[config.mk]
export PLATFORM = sky130hd
export DESIGN_NAME = plm_isqrt
export DESIGN_NICKNAME = d
export VERILOG_FILES = /design/src/design/plm_pkg.sv /design/src/design/plm_isqrt.sv
export SDC_FILE = /design/constraint.sdc
export NUM_CORES = 1
export LEC_CHECK = 0
export ABC_AREA = 1
export ABC_CLOCK_PERIOD_IN_PS = 5100
export BUFFER_PORTS_ARGS = -buffer_cell sky130_fd_sc_hd__buf_2
export CAP_MARGIN = 20
export CORE_MARGIN = 3
export CORE_UTILIZATION = 59
export DETAILED_ROUTE_END_ITERATION = 12
export PLACE_DENSITY = 0.79
export SLEW_MARGIN = 15
export SYNTH_ARGS = -nofsm -noshare
export SYNTH_HDL_FRONTEND = slang
export SYNTH_SLANG_ARGS = --single-unit
[constraint.sdc]
create_clock -name clk_i -period 5.1 [get_ports clk_i]
set_input_delay 0.255 -clock clk_i [delete_from_list [all_inputs] [get_ports clk_i]]
set_output_delay 0.255 -clock clk_i [all_outputs]
set_load 0.005 [all_outputs]
[src/design/plm_pkg.sv]
// shared types and constants for the polyline lateral offset block
package plm_pkg;

  localparam int CNT_W = 11;

  localparam logic OP_WRITE = 1'b0;
  localparam logic OP_QUERY = 1'b1;

  localparam logic [1:0] CFG_POINT_COUNT = 2'd0;
  localparam logic [1:0] CFG_AXIS_ENABLE = 2'd1;
  localparam logic [1:0] CFG_AXIS_LENGTH = 2'd2;

  typedef struct packed {
    logic [31:0] x;
    logic [31:0] y;
    logic [31:0] d;
  } vertex_t;

  typedef struct packed {
    logic start;
    logic done;
  } unit_ctl_t;

endpackage

[src/design/plm_isqrt.sv]
// bit-serial integer square root, one root bit per cycle
module plm_isqrt import plm_pkg::*; #(
  parameter int NW = 100,
  parameter int RW = NW / 2
) (
  input  logic          clk_i,
  input  logic          rst_ni,
  input  logic          start_i,
  input  logic [NW-1:0] radicand_i,
  output unit_ctl_t     ctl_o,
  output logic [RW-1:0] root_o
);

  localparam int CW = $clog2(RW + 1);

  logic [NW-1:0] rad_q;
  logic [RW+1:0] rem_q;
  logic [RW-1:0] root_q;
  logic [CW-1:0] cnt_q;
  logic          busy_q, done_q;
  logic [RW+1:0] rem_sh, trial;

  assign rem_sh = {rem_q[RW-1:0], rad_q[NW-1 -: 2]};
  assign trial  = {root_q, 2'b01};

  always_ff @(posedge clk_i or negedge rst_ni) begin
    if (!rst_ni) begin
      busy_q <= 1'b0;
      done_q <= 1'b0;
      cnt_q  <= '0;
    end else begin
      done_q <= 1'b0;
      if (start_i) begin
        busy_q <= 1'b1;
        cnt_q  <= CW'(RW);
      end else if (busy_q) begin
        cnt_q <= cnt_q - 1'b1;
        if (cnt_q == CW'(1)) begin
          busy_q <= 1'b0;
          done_q <= 1'b1;
        end
      end
    end
  end

  always_ff @(posedge clk_i) begin
    if (start_i) begin
      rad_q  <= radicand_i;
      rem_q  <= '0;
      root_q <= '0;
    end else if (busy_q) begin
      rad_q <= rad_q << 2;
      if (rem_sh >= trial) begin
        rem_q  <= rem_sh - trial;
        root_q <= {root_q[RW-2:0], 1'b1};
      end else begin
        rem_q  <= rem_sh;
        root_q <= {root_q[RW-2:0], 1'b0};
      end
    end
  end

  assign ctl_o.start = start_i;
  assign ctl_o.done  = done_q;
  assign root_o      = root_q;

endmodule

# After elaboration in Yosys (flattened, before gate mapping)
# Cells that the tools add are included.
word_totals:
  register_bits: 208
  inputBits: 103
  out_inout_bits: 52
  wordCells: 23
op_classes:
  n_addsub: 2
  n_lt_le_gt_ge: 1
  eq_ne: 1
  n_mux: 12
  n_reduce_logical: 1
ops:
  columns: ["op", "n"]
  rows:
  - ["$mux W100", 2]
  - ["$ge A52 B52 Y1", 1]
  - ["$mux W50", 1]
  - ["$sub A50 B50 Y50", 1]
  - ["$mux W6", 2]
  - ["$mux W1", 7]
  - ["$eq A6 B1 Y1 const B", 1]
  - ["$sub A6 B1 Y6 const B", 1]
  - ["$reduce_bool A2 Y1", 1]

# Logic depth before layout (Yosys ltp)
depth:
  ltp_word: 4
  depth_mapped: 18
  depth_no_buf: 18

# Worst setup path before layout
# OpenSTA, ideal clock, no wires.
synth_path:
  path_kind: "input-to-reg"
  startpoint: "input port start_i"
  endpoint: "register rad_q[0] (enable)"
  setup_time_ps: 504
  arrival_time_ps: 3629
  t_required_ps: 4596
  path_slack_ps: 967
  path_stages: 4
  path_buffers: 2
  cell_sequence: "clkbuf_1 nor2_1 clkinv_1 clkbuf_1"
synth_via:
  elab_chain_len: 1
synth_rtl:
  columns: ["element", "line", "rtl"]
  rows:
  - ["from (decl)", "plm_isqrt.sv:8", "input logic start_i,"]
  - ["$reduce_bool A2 Y1 (no source line)", null, null]
  - ["to (signal assigned)", "plm_isqrt.sv:48", "rad_q <= radicand_i;"]
  - ["to (signal assigned)", "plm_isqrt.sv:52", "rad_q <= rad_q << 2;"]
  - ["to (decl)", "plm_isqrt.sv:16", "logic [NW-1:0] rad_q;"]
# No other way between the ends.
# A chain may end at the register's enable or synchronous reset.

# Worst setup path after layout
layout_path:
  startpoint: "register root_q[20] (netlist: root_o[20])"
  endpoint: "register rem_q[46]"
layout_via:
  elab_chain_len: 2
  word_cells_on_any_way: 3
  cone_classes: "add/sub (1); order compare (1); mux (1)"
layout_rtl:
  columns: ["element", "line", "rtl"]
  rows:
  - ["from (decl)", "plm_isqrt.sv:18", "logic [RW-1:0] root_q;"]
  - ["from (signal assigned)", "plm_isqrt.sv:55", "root_q <= {root_q[RW-2:0], 1'b1};"]
  - ["from (signal assigned)", "plm_isqrt.sv:58", "root_q <= {root_q[RW-2:0], 1'b0};"]
  - ["$sub A50 B50 Y50 or $ge A52 B52 Y1 (tied branches)", "plm_isqrt.sv:54, plm_isqrt.sv:53", null]
  - ["$mux W50 *", "plm_isqrt.sv:53", "if (rem_sh >= trial) begin"]
  - ["to (signal assigned)", "plm_isqrt.sv:54", "rem_q <= rem_sh - trial;"]
  - ["to (signal assigned)", "plm_isqrt.sv:57", "rem_q <= rem_sh;"]
  - ["to (decl)", "plm_isqrt.sv:17", "logic [RW+1:0] rem_q;"]
# Every way passes the cells marked *; elsewhere a longest branch is shown, timed or not.

==> flow_summary.yaml <==
status:
  status: "completed"
detailed_routing:
  highest_layer: "met4"
  vias: 12210
  wirelength_um: 36690
  drt_iter0_drc: 829
  vias_per_cell: 5.409
  drtPass1Iterations: 5
  wl_met1_um: 15170
  drc_errors: 0
  wl_per_cell_um: 16.25
  wl_met3_um: 3017
  wl_met2_um: 17120
  ant_nets: 0
place:
  dp_hpwl_um: 25360
  post_dp_cell_area_um2: 13460
  place.gp.congestion: 0.9705
  io_buffers: 154
timing:
  rsz0062_at_grt: "no"
  skew_ns: 0.01858
  finalHoldViolCount: 0
  maxSlewHeadroom_pct: 26.93
  tns_ns: 0
  max_freq_ghz: 0.3375
  worstMarginPinSlew_ns: 1.096
  finalCriticalPeriod_ns: 2.963
  slew_viol_final: 0
  setup_violations: 0
  fin_crit_sh_pct: 58.10
yosys:
  synthArstFlopShare_pct: 3.846
  dominantRegCellSynth: "edfxtp_1"
  synth_fp_nets: 1958
  avgSynthCellArea_um2: 6.959
  yosys-top-cells-area: "edfxtp_1 (24%), nand2_1 (22%), dfxtp_1 (16%)"
  ys_warn_count: 0
  synth_largest_area_cell: "edfxtp_1"
  ys_ff_latch: 208
  yosysSeqAreaShare_pct: 41.53
  synth_cells: 1801
  synth_cell_types: 45
  synth_top_area_share_pct: 23.96
  synth_edf_count: 100
  synthesis.area_um2: 12530
finish:
  layout_commonest_cell: "nand2_1"
  fill_cells: 1628
  fin_area_um2: 14680
  final_nets: 2130
  drive_gt1_share_pct: 12.13
  antennaDiodeCount: 0
  final_cell_mix: "nand2_1 (738), inv_1 (241), buf_2 (153), nand3_1 (109), nor2_1 (103)"
  syn2layout_area_growth_pct: 17.14
clocking:
  cts_buffer_depth: 3
  postCtsHoldBufs: 44
  cts_resized: 0
  cts_buffers: 23
  cts-htree-levels: 1
  tritoncts: "yes"
  root_buffer: "clkbuf_16"
  cts_setup_buffers: 0
  clk_pin_slew_ns: 0.06
  clock_latency_ns: 0.54
  clock_sinks: 208
global_routing:
  grt_overflow_total: 0
  grt_max_degree: 108
  grt_pass1_vias: 11510
  antenna_found_initial: 0
  grt_pass1_wl_um: 57680
  track_usage_pct: 31.67
hold_path:
  hp-start: "radicand_i[77]"
  min_to: "rad_q[77]"
  hold_path.class: "primary input to flop"
  holdPathStages: 3
setup_path:
  r2r_slack_ns: 2.14
  rr_endpoint: "rem_q[46]"
  arrival_ns: 3.38
  end_kind: "flop"
  crit_path_start_kind: "flop"
  rr_startpoint: "root_o[20]"
  r2r_cells: 16
  cp_max_fo: 46
  path_class: "flop to flop"
  required_ns: 5.52
die:
  start_util_pct: 60.96
  rows: 52
  coreArea_um2: 20560
  io_pins: 155
  dieHeight_um: 151.8
  die_width_um: 151.8
  die_area_um2: 23030
power:
  vdd_ir_drop_max_uv: 390.2
  leakage_nw: 7.745
  powerDensity_nw_per_um2: 593.1
flow_run:
  cap_violations: 0
-- worst max-delay path: stages (launching register included) --
cell     delay, ns
dfxtp_1       0.33
inv_1         0.07
ha_1          0.40
nand2_1       0.18
inv_1         0.06
nand2_1       0.10
nand2_1       0.06
nand2_1       0.06
nand2_1       0.10
nand2_1       0.09
nand2_1       0.06
nand2_1       0.12
nand4_4       0.44
buf_12        0.38
or2_1         0.24
nand3_1       0.09
nand2_1       0.05
-- layout make-up --
type	instances	area, um2	area share, %
clock buffers	33	663.1	4.517
clock inverters	6	73.82	0.5028
inverters	256	964.7	6.571
multi-input cells	1275	6088	41.47
flip-flops and latches	208	5205	35.45
well taps	270	337.8	2.301
repair buffers	209	1349	9.187
-- state kept, by name, indices dropped and copies added, names as in the netlist --
name / count
busy_q: 1
cnt_q: 6
done_q: 1
rad_q: 100
rem_q: 50
root_o: 50
-- cell families after synthesis --
group,Yosys count,share of synthesized area (%)
and+or+nand+nor,1038,34.25
buffers and inverters,318,9.973
DFF,208,41.53
AOI/OAI and AO/OA,160,7.248
adders and majority gates,54,5.391
xor gates and xnor gates,23,1.607
-- report_power, final --
| group | leakage [nW] | switching [mW] | internal [mW] |
|---|---|---|---|
| Sequential | 2.01 | 0.168 | 2.00 |
| Clock | 0.362 | 0.677 | 0.957 |
| Combinational | 5.37 | 3.26 | 1.64 |
| Total | 7.75 | 4.10 | 4.60 |
-- how the worst max path moves through the flow --
stage,from,endpoint,slack [ns],depth (start not counted)
6_report,root_o[20],rem_q[46],2.14,16
5_1_grt,root_o[20],rem_q[49],1.86,17
4_1_cts,busy_q,rem_q[16],2.08,7
3_5_place_dp,busy_q,rem_q[16],2.10,7
3_3_place_gp,root_o[20],rem_q[27],1.78,17
2_1_floorplan,start_i,rad_q[0],0.97,4
-- through the flow --
stage	util [%]	total power, mW	worst slack (ns)	hold WS [ns]	std cells
5_1_grt	71.41	9.403	1.864	0.008305	2257
3_5_place_dp	65.45	6.951	2.100	0.1078	2172
4_1_cts	71.18	8.625	2.077	0.00009096	2255
3_3_place_gp	65.28	6.820	1.778	0.1063	2170
2_1_floorplan	-	5.761	0.9674	-0.04059	1801
6_report	71.41	8.708	2.137	0.01558	2257
-- cells in the mapped netlist, types with 3 or more instances --
cell type  instances
buf_4              4
buf_6              3
nand3_1          109
buf_2              5
a31oi_1            3
o22ai_1           49
inv_1            243
ha_1              54
inv_2             11
nor2_2            12
o21ai_1           16
nand2_1          738
clkbuf_1          46
a21oi_1           55
nand2_2            5
xor2_1            11
nand4_1           27
nand3b_1           4
o21ai_0           22
dfxtp_1          100
or2_1             13
o21bai_1          10
nor3_1            11
nor3_2             3
edfxtp_1         100
xnor2_1           12
nor2_1           105
dfrtp_1            8
-- routing by layer --
metal  up-vias  GRT usage, %
li1       6055             -
met1      5524         41.21
met2       536         53.64
met3        94         5.413
met4         0         10.69
met5         -             0
No activity file was read; power rests on OpenSTA's default activity.
