## src/design/plm_pkg.sv

```systemverilog
// shared types and constants for the polyline lateral offset block
package plm_pkg;

  localparam int CNT_W = 11;

  localparam logic OP_WRITE = 1'b0;
  localparam logic OP_QUERY = 1'b1;

  localparam logic [1:0] CFG_POINT_COUNT = 2'd0;
  localparam logic [1:0] CFG_AXIS_ENABLE = 2'd1;
  localparam logic [1:0] CFG_AXIS_LENGTH = 2'd2;

  typedef struct packed {
    logic [31:0] x;
    logic [31:0] y;
    logic [31:0] d;
  } vertex_t;

  typedef struct packed {
    logic start;
    logic done;
  } unit_ctl_t;

endpackage

```

## src/design/plm_divider.sv

```systemverilog
// restoring divider, one quotient bit per cycle
module plm_divider import plm_pkg::*; #(
  parameter int DW = 83,
  parameter int RW = 50
) (
  input  logic          clk_i,
  input  logic          rst_ni,
  input  logic          start_i,
  input  logic [DW-1:0] dividend_i,
  input  logic [RW-1:0] divisor_i,
  output unit_ctl_t     ctl_o,
  output logic [DW-1:0] quotient_o
);

  localparam int CW = $clog2(DW + 1);

  logic [DW-1:0] num_q;
  logic [RW-1:0] den_q;
  logic [RW:0]   rem_q;
  logic [CW-1:0] cnt_q;
  logic          busy_q, done_q;
  logic [RW:0]   rem_sh;

  assign rem_sh = {rem_q[RW-1:0], num_q[DW-1]};

  always_ff @(posedge clk_i or negedge rst_ni) begin
    if (!rst_ni) begin
      busy_q <= 1'b0;
      done_q <= 1'b0;
      cnt_q  <= '0;
    end else begin
      done_q <= 1'b0;
      if (start_i) begin
        busy_q <= 1'b1;
        cnt_q  <= CW'(DW);
      end else if (busy_q) begin
        cnt_q <= cnt_q - 1'b1;
        if (cnt_q == CW'(1)) begin
          busy_q <= 1'b0;
          done_q <= 1'b1;
        end
      end
    end
  end

  always_ff @(posedge clk_i) begin
    if (start_i) begin
      num_q <= dividend_i;
      den_q <= divisor_i;
      rem_q <= '0;
    end else if (busy_q) begin
      if (rem_sh >= {1'b0, den_q}) begin
        rem_q <= rem_sh - {1'b0, den_q};
        num_q <= {num_q[DW-2:0], 1'b1};
      end else begin
        rem_q <= rem_sh;
        num_q <= {num_q[DW-2:0], 1'b0};
      end
    end
  end

  assign ctl_o.start = start_i;
  assign ctl_o.done  = done_q;
  assign quotient_o  = num_q;

endmodule

```

## config.mk

```make
export PLATFORM = sky130hd
export DESIGN_NAME = plm_divider
export DESIGN_NICKNAME = d
export VERILOG_FILES = /design/src/design/plm_pkg.sv /design/src/design/plm_divider.sv
export SDC_FILE = /design/constraint.sdc
export NUM_CORES = 1
export LEC_CHECK = 0
export BUFFER_PORTS_ARGS = -buffer_cell sky130_fd_sc_hd__buf_2
export CAP_MARGIN = 20
export CELL_PAD_IN_SITES_DETAIL_PLACEMENT = 1
export CELL_PAD_IN_SITES_GLOBAL_PLACEMENT = 1
export CORE_MARGIN = 10
export CORE_UTILIZATION = 47
export CTS_CLUSTER_DIAMETER = 200
export DETAILED_ROUTE_END_ITERATION = 8
export GPL_TIMING_DRIVEN = 0
export PLACE_DENSITY_LB_ADDON = 0.1
export SYNTH_ARGS = -nofsm -noshare
export SYNTH_HDL_FRONTEND = slang
export SYNTH_SLANG_ARGS = --single-unit
export TNS_END_PERCENT = 30
```

## constraint.sdc

```tcl
create_clock -name clk_i -period 7.05 [get_ports clk_i]
set_input_delay 1.41 -clock clk_i [delete_from_list [all_inputs] [get_ports clk_i]]
set_output_delay 1.41 -clock clk_i [all_outputs]
set_load 0.05 [all_outputs]
```

== After elaboration in Yosys (flattened, before gate mapping) ==
Index checks and enable logic that the tools add are counted.
Cells by class
  add/sub/neg operators: 2
  equal/unequal tests: 1
  reductions and logical operators: 1
  multiplexer cells: 12
  $lt $le $gt $ge: 1
Operators by type and width (number)
  2-to-1 mux 83 bit: 2
  greater-or-equal comparator 51 x 50 -> 1 bit: 1
  2-to-1 mux 50 bit: 1
  subtractor 50 bit: 1
  2-to-1 mux 7 bit: 2
  equality test 7 x 1 -> 1 bit, second input constant: 1
  2-to-1 mux 1 bit: 7
  subtractor 7 x 1 -> 7 bit, second input constant: 1
  nonzero test 2 bit: 1
Word-level totals
  word-level logic and storage cells: 23
  flip-flop bits (word level): 192
  output and inout port bits: 85

== Depth between registers and ports, before layout ==
Gate-level depths: netlist of the first run.
  word-level depth: 4
  gate-level depth with buffers: 14
  gate-level depth less buffers: 13

== Worst setup path before layout of the first run ==
No wires, ideal clock.
  path kind: input -> register
  from: input port start_i
  to: register num_q[0], in the netlist quotient_o[0], enable pin
  data required time: 6613 ps
  stages: 3
  path slack: 3111 ps
  data arrival time: 3502 ps
  cell sequence: clkbuf_1 nor2_1 inv_1
On the way
  cells in the longest elaborated chain, start to end: 1
Ends and longest elaborated chain
  start: declaration: RTL line plm_divider.sv:8  | input logic start_i,
  nonzero test 2 bit (no line)
  end signal: assignment: RTL line plm_divider.sv:48  | num_q <= dividend_i;
  end signal: assignment: RTL line plm_divider.sv:54  | num_q <= {num_q[DW-2:0], 1'b1};
  end signal: assignment: RTL line plm_divider.sv:57  | num_q <= {num_q[DW-2:0], 1'b0};
  end: declaration: RTL line plm_divider.sv:17  | logic [DW-1:0] num_q;
Every way passes these cells.
A chain may end at the register's enable or synchronous reset.

== Final worst setup path of the first run ==
  from: register den_q[18]
  to: register rem_q[39]
On the way
  cells in the longest elaborated chain, start to end: 2
Ends and longest elaborated chain
  start: declaration: RTL line plm_divider.sv:18  | logic [RW-1:0] den_q;
  start signal: assignment: RTL line plm_divider.sv:49  | den_q <= divisor_i;
  subtractor 50 bit or greater-or-equal comparator 51 x 50 -> 1 bit (tied branches): RTL line plm_divider.sv:53, plm_divider.sv:52
  2-to-1 mux 50 bit *: RTL line plm_divider.sv:52  | if (rem_sh >= {1'b0, den_q}) begin
  end signal: assignment: RTL line plm_divider.sv:53  | rem_q <= rem_sh - {1'b0, den_q};
  end signal: assignment: RTL line plm_divider.sv:56  | rem_q <= rem_sh;
  end: declaration: RTL line plm_divider.sv:19  | logic [RW:0] rem_q;
Every way passes the cells marked *; elsewhere a longest branch is shown, timed or not.

==> results of run 1 <==
[worst max-delay path: cells and delay by family, from the launching register on]
family / cells / cell delay, ns
fa+ha+maj: 1 / 0.21
buf+inv: 5 / 1.06
compound gates: 6 / 1.79
flops: 1 / 0.37
simple gates: 2 / 0.33
[state kept, by name, indices dropped and copies added (netlist names)]
signal	flops
busy_q	1
cnt_q	7
den_q	50
done_q	1
quotient_o	83
rem_q	50
[final timing paths]
check | end | from | cells past startpoint | slack [ns]
min | rem_q[16]$_SDFFE_PP0P_ | rem_q[16]$_SDFFE_PP0P_ | 2 | 0.50
min reg2reg | rem_q[16]$_SDFFE_PP0P_ | rem_q[16]$_SDFFE_PP0P_ | 2 | 0.50
min in group asynchronous | cnt_q[5]$_DFFE_PN0P_ | rst_ni | 1 | 0.80
max | rem_q[39]$_SDFFE_PP0P_ | den_q[18]$_DFFE_PP_ | 14 | 3.20
max reg2reg | rem_q[39]$_SDFFE_PP0P_ | den_q[18]$_DFFE_PP_ | 14 | 3.20
max in group asynchronous | cnt_q[3]$_DFFE_PN0P_ | rst_ni | 1 | 6.05
[power by group]
part | switching [mW] | internal [mW]
clock network | 0.516 | 0.515
logic | 1.33 | 0.733
registers | 0.138 | 1.41
[routing by layer]
metal,up-vias,track usage (%)
li1,4303,-
met1,4442,28.4
met2,246,41.5
met3,46,8.82
met4,6,6.00
met5,-,0
[cell type report]
cell class | count | area share, %
diodes | 3 | 0.0575
plain buffers | 60 | 2.64
clock buffers | 17 | 3.26
clock inverters | 14 | 1.43
inverters | 72 | 2.09
multi-input cells | 719 | 38.9
flip-flops and latches | 192 | 40.0
well taps | 285 | 2.73
repair buffers | 223 | 8.89
[layout by cell type, fill, tap and decap left out, drive strengths merged, types with 4 or more instances in the layout]
cell type and instances:
o21a 4, a21oi 79, a211oi 14, xnor2 26
and3 4, dfxtp 50, inv 81, o211ai 13
xor2 18, a311oi 25, clkbuf 46, buf 252
nand2 105, clkinv 4, o21ai 52, dfrtp 9
ha 52, nor2 77, nand4 17, a21o 13
edfxtp 133, mux2i 5, mux2 83, nand3 21
o31ai 4, or3 6, and2 7, o21bai 10
nor3 13, a31oi 6, nand2b 8, nor4 4
[metrics by stage]
step	cells	power (mW)	hold slack [ns]	instance area (um2)
2_1_floorplan	1043	3.02	0.439	10900
3_3_place_gp	1548	3.54	0.474	12400
3_5_place_dp	1550	3.60	0.494	12400
4_1_cts	1581	4.64	0.505	13000
5_1_grt	1583	4.93	0.532	13000
6_report	1585	4.64	0.501	13000
[cells by family after synthesis]
logic type                 Yosys count  synth area share (%)
adders and majority gates           53                  6.15
and+or+nand+nor                    280                  12.1
DFF                                192                  47.9
buffers and inverters              132                  5.63
AOI/OAI and AO/OA                  254                  15.7
muxes                               88                  9.03
xor gates and xnor gates            44                  3.53
==> flow_metrics.env, run 1 <==
export IMPL_seq_area_frac_synth_pct=47.9
export IMPL_seq_area_um2=5220
export IMPL_yosysUniqueCellTypes=84
export IMPL_slew_limit_headroom_pct=35.0
export IMPL_routedWlPerCell_um=22.6
export IMPL_topRoutingLayerUsed="met5"
export IMPL_fin_skew_ns=0.0185
export IMPL_yosysMostFrequentCell="edfxtp_1"
export IMPL_async_flop_share_pct=4.69
export IMPL_nNetsFinal=1474
export IMPL_cp_slowest_cell="o311ai_1"
export IMPL_ir_worst_vdd_v=0.000252
export IMPL_postLayoutCoreUtil_pct=57.4
export IMPL_ys_warn_count=0
export IMPL_period_share_pct=54.7
export IMPL_clkTransAtPathRegs_ns=0.08
export IMPL_setup_tns_final_ns=0
export IMPL_layout_drive_gt1_share_pct=30.5
export IMPL_grt_max_degree=63
export IMPL_drc=0
export IMPL_core_um2=22700
export IMPL_antenna_found_initial=6
export IMPL_synth_top_area_share_pct=36.6
export IMPL_routed_wl_um=35900
export IMPL_p_leak_nw=5.54
export IMPL_first_pass_iters=5
export IMPL_path_max_fanout=10
export IMPL_wl_met1_um=14700
export IMPL_vias=9043
export IMPL_status="finished, final reports clean"
export IMPL_postCtsResizedCells=0
export IMPL_cts_root_buf="clkbuf_16"
export IMPL_multi_input_area_um2=5070
export IMPL_rsz0062_at_grt="no"
export IMPL_maxSlewViolCount=0
export IMPL_track_usage_pct=24.3
export IMPL_synth_ff_type="edfxtp_1"
export IMPL_finalHoldViolCount=0
export IMPL_synthCells=1043
export IMPL_crit_arrival_ns=4.20
export IMPL_synth_area_top_cells="edfxtp_1 (37%), dfxtp_1 (9.2%), mux2_2 (8.6%)"
export IMPL_area_growth_pct=19.6
export IMPL_portBuffers=220
export IMPL_powerDensity_nw_per_um2=356
export IMPL_synth_edf_count=133
export IMPL_vias_per_cell=5.71
export IMPL_cts_hold_buffers=0
export IMPL_first_global_vias=9672
export IMPL_cts_tree="built"
export IMPL_end_kind="flip-flop"
export IMPL_place_worst_setup_slack_ns=2.86
export IMPL_fmax_mhz=259
export IMPL_grt_remaining_overflow=0
export IMPL_clkSinkCount=192
export IMPL_max_cap_violations=0
export IMPL_cts_buffers_inserted=17
export IMPL_drtAntennaViolNets=0
export IMPL_dieHeight_um=172
export IMPL_max_stage_delay_ns=0.52
export IMPL_yosys_area_top_type="edfxtp_1"
export IMPL_syn_area_per_cell_um2=10.5
export IMPL_hpwl_um=26700
export IMPL_worstMarginPinSlew_ns=0.970
export IMPL_cts_setup_buffers=0
export IMPL_crit_required_ns=7.39
export IMPL_setup_ws_ns=3.20
export IMPL_wl_met3_um=2970
export IMPL_start_util_pct=48.0
export IMPL_wl_met2_um=17700
export IMPL_ys_seq_elements=192
export IMPL_gp_congestion=0.914
export IMPL_path_class="reg -> reg"
export IMPL_grt_pass1_wl_um=55600
export IMPL_setup_viol=0
export IMPL_period_needed_ns=3.85
export IMPL_cts_max_level=4
export IMPL_startpoint_type="flip-flop"
export IMPL_first_iter_violations=503
export IMPL_syn_nets=1232
export IMPL_ys_top_cells_by_count="edfxtp_1 (133), nand2_1 (103), mux2_2 (83)"
export IMPL_cts_buffer_depth=2
export IMPL_clkLatencyLatePin_ns=0.45
export IMPL_crit_chain="inv_1, ha_1, buf_2, a21oi_1, o221ai_1, a21oi_1, o21ai_0, o311ai_1, and2_1, buf_6, buf_2, buf_2, nand2_1, a311oi_1"
export IMPL_std_cell_rows=55
export IMPL_die_w_um=172
export IMPL_crit_top_cell="buf_2"
export IMPL_fillers=2557
export IMPL_min_path_type="reg -> reg"
export IMPL_die_area_um2=29700
export IMPL_syn_cell_area_um2=10900
export IMPL_ioPinCount=221
No activity file was read; power rests on OpenSTA's default activity.
==> run 2, diff against run 1 <==
--- a/config.mk
+++ b/config.mk
@@ -10,7 +10,7 @@
 export CELL_PAD_IN_SITES_DETAIL_PLACEMENT = 1
 export CELL_PAD_IN_SITES_GLOBAL_PLACEMENT = 1
 export CORE_MARGIN = 10
-export CORE_UTILIZATION = 47
+export CORE_UTILIZATION = 39
 export CTS_CLUSTER_DIAMETER = 200
 export DETAILED_ROUTE_END_ITERATION = 8
 export GPL_TIMING_DRIVEN = 0
==> constraint.sdc (replaced) <==
create_clock -name clk_i -period 3.4 [get_ports clk_i]
set_input_delay 0.68 -clock clk_i [delete_from_list [all_inputs] [get_ports clk_i]]
set_output_delay 0.68 -clock clk_i [all_outputs]
set_load 0.05 [all_outputs]
==> flow_metrics.env, run 2 (same netlist as run 1, synthesis figures left out) <==
export IMPL_status="finished, final reports clean"
export IMPL_fin_skew_ns=0.0234
export IMPL_die_area_um2=35100
export IMPL_setup_ws_ns=0.144
export IMPL_clkLatencyLatePin_ns=0.47
export IMPL_netSwitchingPower_mw=4.13
export IMPL_max_stage_delay_ns=0.44
export IMPL_slew_limit_headroom_pct=41.8
export IMPL_cp_slowest_cell="or4_4"
export IMPL_cts_max_level=4
export IMPL_die_w_um=187
export IMPL_seq_area_um2=5220
export IMPL_first_iter_violations=458
export IMPL_std_cell_rows=61
export IMPL_layout_drive_gt1_share_pct=32.7
export IMPL_area_growth_pct=22.6
export IMPL_clkSinkCount=192
export IMPL_cts_buffer_depth=2
export IMPL_max_cap_violations=0
export IMPL_antenna_found_initial=15
export IMPL_worstMarginPinSlew_ns=0.874
export IMPL_hpwl_um=27200
export IMPL_crit_top_cell="or4_4"
export IMPL_dieHeight_um=187
export IMPL_track_usage_pct=19.9
export IMPL_cts_buffers_inserted=17
export IMPL_place_area_um2=12500
export IMPL_layout_common_cells="buf_2 (230), edfxtp_1 (133), nand2_1 (100), mux2_2 (83), nor2_1 (76)"
export IMPL_fillers=3153
export IMPL_min_path_type="in -> async"
export IMPL_finalHoldViolCount=0
export IMPL_portBuffers=220
export IMPL_start_util_pct=39.4
export IMPL_seqPwrFrac_pct=32.9
export IMPL_vias=8998
export IMPL_crit_chain="inv_1, ha_1, buf_2, nand4_1, or3_4, or4_4, a211oi_4, o211ai_2, nand2_2, nand3_2, or4_4, a311oi_2"
export IMPL_cts_hold_buffers=0
export IMPL_period_share_pct=95.8
export IMPL_gp_congestion=0.840
export IMPL_fmax_mhz=307
export IMPL_period_needed_ns=3.26
export IMPL_multi_input_area_um2=5230
export IMPL_ioPinCount=221
export IMPL_vias_per_cell=5.33
export IMPL_p_clk_share_pct=21.4
export IMPL_switching_share_pct=42.5
export IMPL_routed_wl_um=35300
export IMPL_nNetsFinal=1476
export IMPL_combPwrFrac_pct=45.7
export IMPL_place_worst_setup_slack_ns=-0.465
export IMPL_final_common_cell="buf_2"
export IMPL_path_class="reg -> reg"
export IMPL_startpoint_type="flip-flop"
export IMPL_grt_max_degree=67
export IMPL_powerDensity_nw_per_um2=727
export IMPL_ir_worst_vdd_v=0.000447
export IMPL_fin_area_um2=13400
export IMPL_largest_reg_flops=83
export IMPL_grt_remaining_overflow=0
export IMPL_maxSlewViolCount=0
export IMPL_p_int_mw=5.59
export IMPL_crit_arrival_ns=3.64
export IMPL_cts_tree="built"
export IMPL_drtAntennaViolNets=0
export IMPL_cts_root_buf="clkbuf_16"
export IMPL_rsz0062_at_grt="yes"
export IMPL_routedWlPerCell_um=20.9
export IMPL_path_max_fanout=8
export IMPL_first_global_vias=9695
export IMPL_clkTransAtPathRegs_ns=0.09
export IMPL_p_leak_nw=5.59
export IMPL_crit_required_ns=3.79
export IMPL_end_kind="flip-flop"
export IMPL_grt_pass1_wl_um=55200
export IMPL_core_um2=27700
export IMPL_setup_viol=0
export IMPL_first_pass_iters=5
export IMPL_drc=0
-- run 2: cell count changes in the layout (fill, tap and decap cells not counted), sizes merged --
cell,change
diode,+7
buf,+6
inv,-4
clkbuf,-3
clkinv,+3
clkinvlp,+1
-- run 2: cell type report --
cell class | count | area share (%)
antenna | 10 | 0.187
buffer | 57 | 2.69
clock buffer | 18 | 3.21
clock inverter | 14 | 1.28
inverter | 72 | 2.04
multi-input combinational | 719 | 39.1
sequential | 192 | 39.0
tap | 378 | 3.54
timing repair buffer | 228 | 8.95
-- run 2: power groups by stage --
| stage | combinational (mW) | clock (mW) | sequential [mW] |
|---|---|---|---|
| finish | 4.44 | 2.08 | 3.20 |
| floorplan | 2.71 | 0 | 3.56 |
| CTS | 4.33 | 2.12 | 3.20 |
| detailed placement | 4.25 | 0 | 3.24 |
| global placement | 4.19 | 0 | 3.23 |
| global route | 4.90 | 2.23 | 3.25 |
-- run 2: path summary, 6_finish.rpt --
kind	depth (start not counted)	slack [ns]	to	from
setup / recovery	12	0.14	rem_q[45]$_SDFFE_PP0P_	den_q[24]$_DFFE_PP_
hold / removal	1	0.05	cnt_q[1]$_DFFE_PN0P_	rst_ni
setup reg to reg	12	0.14	rem_q[45]$_SDFFE_PP0P_	den_q[24]$_DFFE_PP_
hold reg to reg	2	0.50	rem_q[16]$_SDFFE_PP0P_	rem_q[16]$_SDFFE_PP0P_
max in group asynchronous	1	3.14	done_q$_DFF_PN0_	rst_ni
min in group clk_i	1	0.39	den_q[47]$_DFFE_PP_	divisor_i[47]
-- run 2: what timing repair did --
item                       4_1_cts  5_1_grt
gates resized for setup         18       30
pin swaps                        1        6
setup endpoints to repair       49       48
buffers inserted                 0        5
-- run 2: critical path: cells and delay by family, from the launching register on --
kind            cells  cell delay [ns]
compound gates      3             0.72
fa+ha+maj           1             0.27
buf+inv             2             0.25
flops               1             0.33
simple gates        6             1.62
-- run 2: stage by stage --
| stage | utilization, % | hold slack (ns) | total power [mW] | setup TNS, ns | cells |
|---|---|---|---|---|---|
| after floorplan | - | 0.384 | 6.27 | 0 | 1043 |
| after global placement | 45.0 | 0.475 | 7.43 | -215.52 | 1641 |
| after detailed placement | 45.3 | 0.484 | 7.49 | -14.67 | 1644 |
| after CTS | 47.7 | 0.0434 | 9.66 | -0.162 | 1676 |
| after global routing | 48.2 | 0.0477 | 10.4 | -0.259 | 1682 |
| final | 48.3 | 0.0532 | 9.72 | 0 | 1688 |
-- run 2: per-layer routing --
metal / track usage (%) / vias to the layer above / wire (um)
met5: 0 / - / 60
met4: 5.06 / 12 / 526
met3: 8.50 / 39 / 3020
met2: 32.0 / 233 / 16300
met1: 24.1 / 4395 / 15400
li1: - / 4319 / -
==> run 3, diff against run 2 <==
--- a/config.mk
+++ b/config.mk
@@ -9,12 +9,13 @@
 export CAP_MARGIN = 20
 export CELL_PAD_IN_SITES_DETAIL_PLACEMENT = 1
 export CELL_PAD_IN_SITES_GLOBAL_PLACEMENT = 1
-export CORE_MARGIN = 10
+export CORE_MARGIN = 2
 export CORE_UTILIZATION = 39
 export CTS_CLUSTER_DIAMETER = 200
 export DETAILED_ROUTE_END_ITERATION = 8
 export GPL_TIMING_DRIVEN = 0
 export PLACE_DENSITY_LB_ADDON = 0.1
+export REMOVE_ABC_BUFFERS = 1
 export SYNTH_ARGS = -nofsm -noshare
 export SYNTH_HDL_FRONTEND = slang
 export SYNTH_SLANG_ARGS = --single-unit
==> constraint.sdc (replaced) <==
create_clock -name clk_i -period 3.4 [get_ports clk_i]
set_input_delay 0.68 -clock clk_i [delete_from_list [all_inputs] [get_ports clk_i]]
set_output_delay 0.68 -clock clk_i [all_outputs]
set_load 0.1 [all_outputs]
==> flow_metrics.env, run 3 (same netlist as run 1, synthesis figures left out) <==
export IMPL_final_common_cell="buf_2"
export IMPL_routed_wl_um=30700
export IMPL_crit_top_cell="or4_4"
export IMPL_switching_share_pct=43.9
export IMPL_start_util_pct=39.5
export IMPL_status="finished, final reports clean"
export IMPL_grt_max_degree=95
export IMPL_vias_per_cell=5.27
export IMPL_worstMarginPinSlew_ns=1.05
export IMPL_p_leak_nw=5.41
export IMPL_die_w_um=171
export IMPL_cts_max_level=4
export IMPL_slew_limit_headroom_pct=30.1
export IMPL_p_clk_share_pct=20.9
export IMPL_setup_ws_ns=0.155
export IMPL_die_area_um2=29300
export IMPL_core_um2=27600
export IMPL_largest_reg_flops=83
export IMPL_layout_drive_gt1_share_pct=31.3
export IMPL_area_growth_pct=19.4
export IMPL_period_share_pct=95.4
export IMPL_rsz0062_at_grt="no"
export IMPL_layout_common_cells="buf_2 (219), edfxtp_1 (133), nand2_1 (101), mux2_2 (83), a21oi_1 (77)"
export IMPL_max_cap_violations=0
export IMPL_place_worst_setup_slack_ns=-0.269
export IMPL_grt_remaining_overflow=0
export IMPL_fmax_mhz=308
export IMPL_combPwrFrac_pct=46.4
export IMPL_crit_required_ns=3.76
export IMPL_cts_root_buf="clkbuf_16"
export IMPL_routedWlPerCell_um=18.9
export IMPL_first_iter_violations=384
export IMPL_stdcell_count=1627
export IMPL_clkSinkCount=192
export IMPL_first_global_vias=9082
export IMPL_cts_buffer_depth=2
export IMPL_track_usage_pct=21.5
export IMPL_hpwl_um=22700
export IMPL_end_kind="flip-flop"
export IMPL_clkTransAtPathRegs_ns=0.08
export IMPL_grt_pass1_wl_um=48600
export IMPL_postLayoutCoreUtil_pct=47.1
export IMPL_portBuffers=220
export IMPL_seqPwrFrac_pct=32.7
export IMPL_cp_slowest_cell="or4_4"
export IMPL_startpoint_type="flip-flop"
export IMPL_gp_congestion=0.801
export IMPL_fillers=3138
export IMPL_nNetsFinal=1421
export IMPL_clkLatencyLatePin_ns=0.45
export IMPL_max_stage_delay_ns=0.60
export IMPL_cts_tree="built"
export IMPL_maxSlewViolCount=0
export IMPL_ir_worst_vdd_v=0.000377
export IMPL_first_pass_iters=4
export IMPL_path_max_fanout=25
export IMPL_path_class="reg -> reg"
export IMPL_powerDensity_nw_per_um2=750
export IMPL_ioPinCount=221
export IMPL_seq_area_um2=5220
export IMPL_setup_viol=0
export IMPL_finalHoldViolCount=0
export IMPL_cts_buffers_inserted=17
export IMPL_drtAntennaViolNets=0
export IMPL_dieHeight_um=171
export IMPL_drc=0
export IMPL_cts_hold_buffers=0
export IMPL_placed_cells=1587
export IMPL_antenna_found_initial=6
export IMPL_period_needed_ns=3.24
export IMPL_crit_arrival_ns=3.61
export IMPL_min_path_type="in -> async"
export IMPL_vias=8569
export IMPL_multi_input_area_um2=5180
export IMPL_fin_skew_ns=0.0126
export IMPL_crit_chain="inv_1, ha_2, nand4_2, or4_4, nor3_4, a211o_1, a211oi_2, and2_4, buf_16, or4_4, a311oi_2"
export IMPL_p_int_mw=5.48
export IMPL_std_cell_rows=61
export IMPL_netSwitchingPower_mw=4.29
run 3: cell types whose count changed in the layout (fill, tap and decap cells not counted), moves of 5 or more:
| cell | delta |
|---|---|
| buf_6 | -9 |
| diode_2 | -6 |
| a21oi_1 | +5 |
| inv_6 | +5 |
| clkbuf_1 | -21 |
| buf_2 | -11 |
| buf_4 | -13 |
run 3: area by class of cell:
cell class	instances	share of cell area, %
antenna	4	0.0769
clock buffer	17	3.27
clock inverter	15	1.31
inverter	72	2.09
multi-input combinational	720	39.8
sequential	192	40.1
tap	378	3.63
timing repair buffer	229	9.76
run 3: power by group through the flow:
stage | logic [mW] | registers, mW | clock network [mW]
global placement | 4.33 | 3.23 | 0
detailed placement | 4.44 | 3.24 | 0
floorplan | 2.52 | 3.99 | 0
CTS | 4.53 | 3.20 | 2.12
finish | 4.54 | 3.19 | 2.04
global route | 4.98 | 3.25 | 2.19
run 3: path summary, 6_finish.rpt:
| check | start | to | slack (ns) | cells after the start |
|---|---|---|---|---|
| max in group asynchronous | rst_ni | busy_q$_DFF_PN0_ | 3.14 | 1 |
| worst min-delay path | rst_ni | done_q$_DFF_PN0_ | 0.07 | 1 |
| worst max register to register | den_q[22]$_DFFE_PP_ | rem_q[45]$_SDFFE_PP0P_ | 0.16 | 11 |
| min in group clk_i | divisor_i[8] | den_q[8]$_DFFE_PP_ | 0.40 | 1 |
| worst min register to register | rem_q[49]$_SDFFE_PP0P_ | rem_q[49]$_SDFFE_PP0P_ | 0.49 | 2 |
| worst max-delay path | den_q[22]$_DFFE_PP_ | rem_q[45]$_SDFFE_PP0P_ | 0.16 | 11 |
run 3: metal layers:
layer	vias up	share of wire (%)	wire length, um	GRT usage (%)
met2	195	47	14600	35.5
met1	4147	44	13500	26.8
met3	31	7.0	2150	7.57
li1	4190	-	-	-
met5	-	0.13	41	0
met4	6	1.4	443	5.45
run 3: what timing repair did:
item | in CTS | in global routing
buffers inserted | 1 | 2
pin swaps | 1 | 5
cloned | 1 | 0
gates resized for setup | 10 | 11
endpoints found under the setup margin | 25 | 33
run 3: stage by stage:
stage | instance area, um2 | TNS, ns | hold WS [ns] | power (mW)
6_report | 13000 | 0 | 0.0664 | 9.77
5_1_grt | 13000 | 0 | 0.0564 | 10.4
3_3_place_gp | 12100 | -637.11 | 0.467 | 7.56
3_5_place_dp | 12300 | -2.31 | 0.476 | 7.68
4_1_cts | 12900 | 0 | 0.0402 | 9.85
2_1_floorplan | 10600 | -80.65 | 0.384 | 6.50
run 3: critical path, delay by kind of cell (launching register included):
| family | cells | cell delay (ns) |
|---|---|---|
| fa+ha+maj | 1 | 0.40 |
| simple gates | 5 | 1.70 |
| buf+inv | 2 | 0.21 |
| flops | 1 | 0.34 |
| compound gates | 3 | 0.50 |
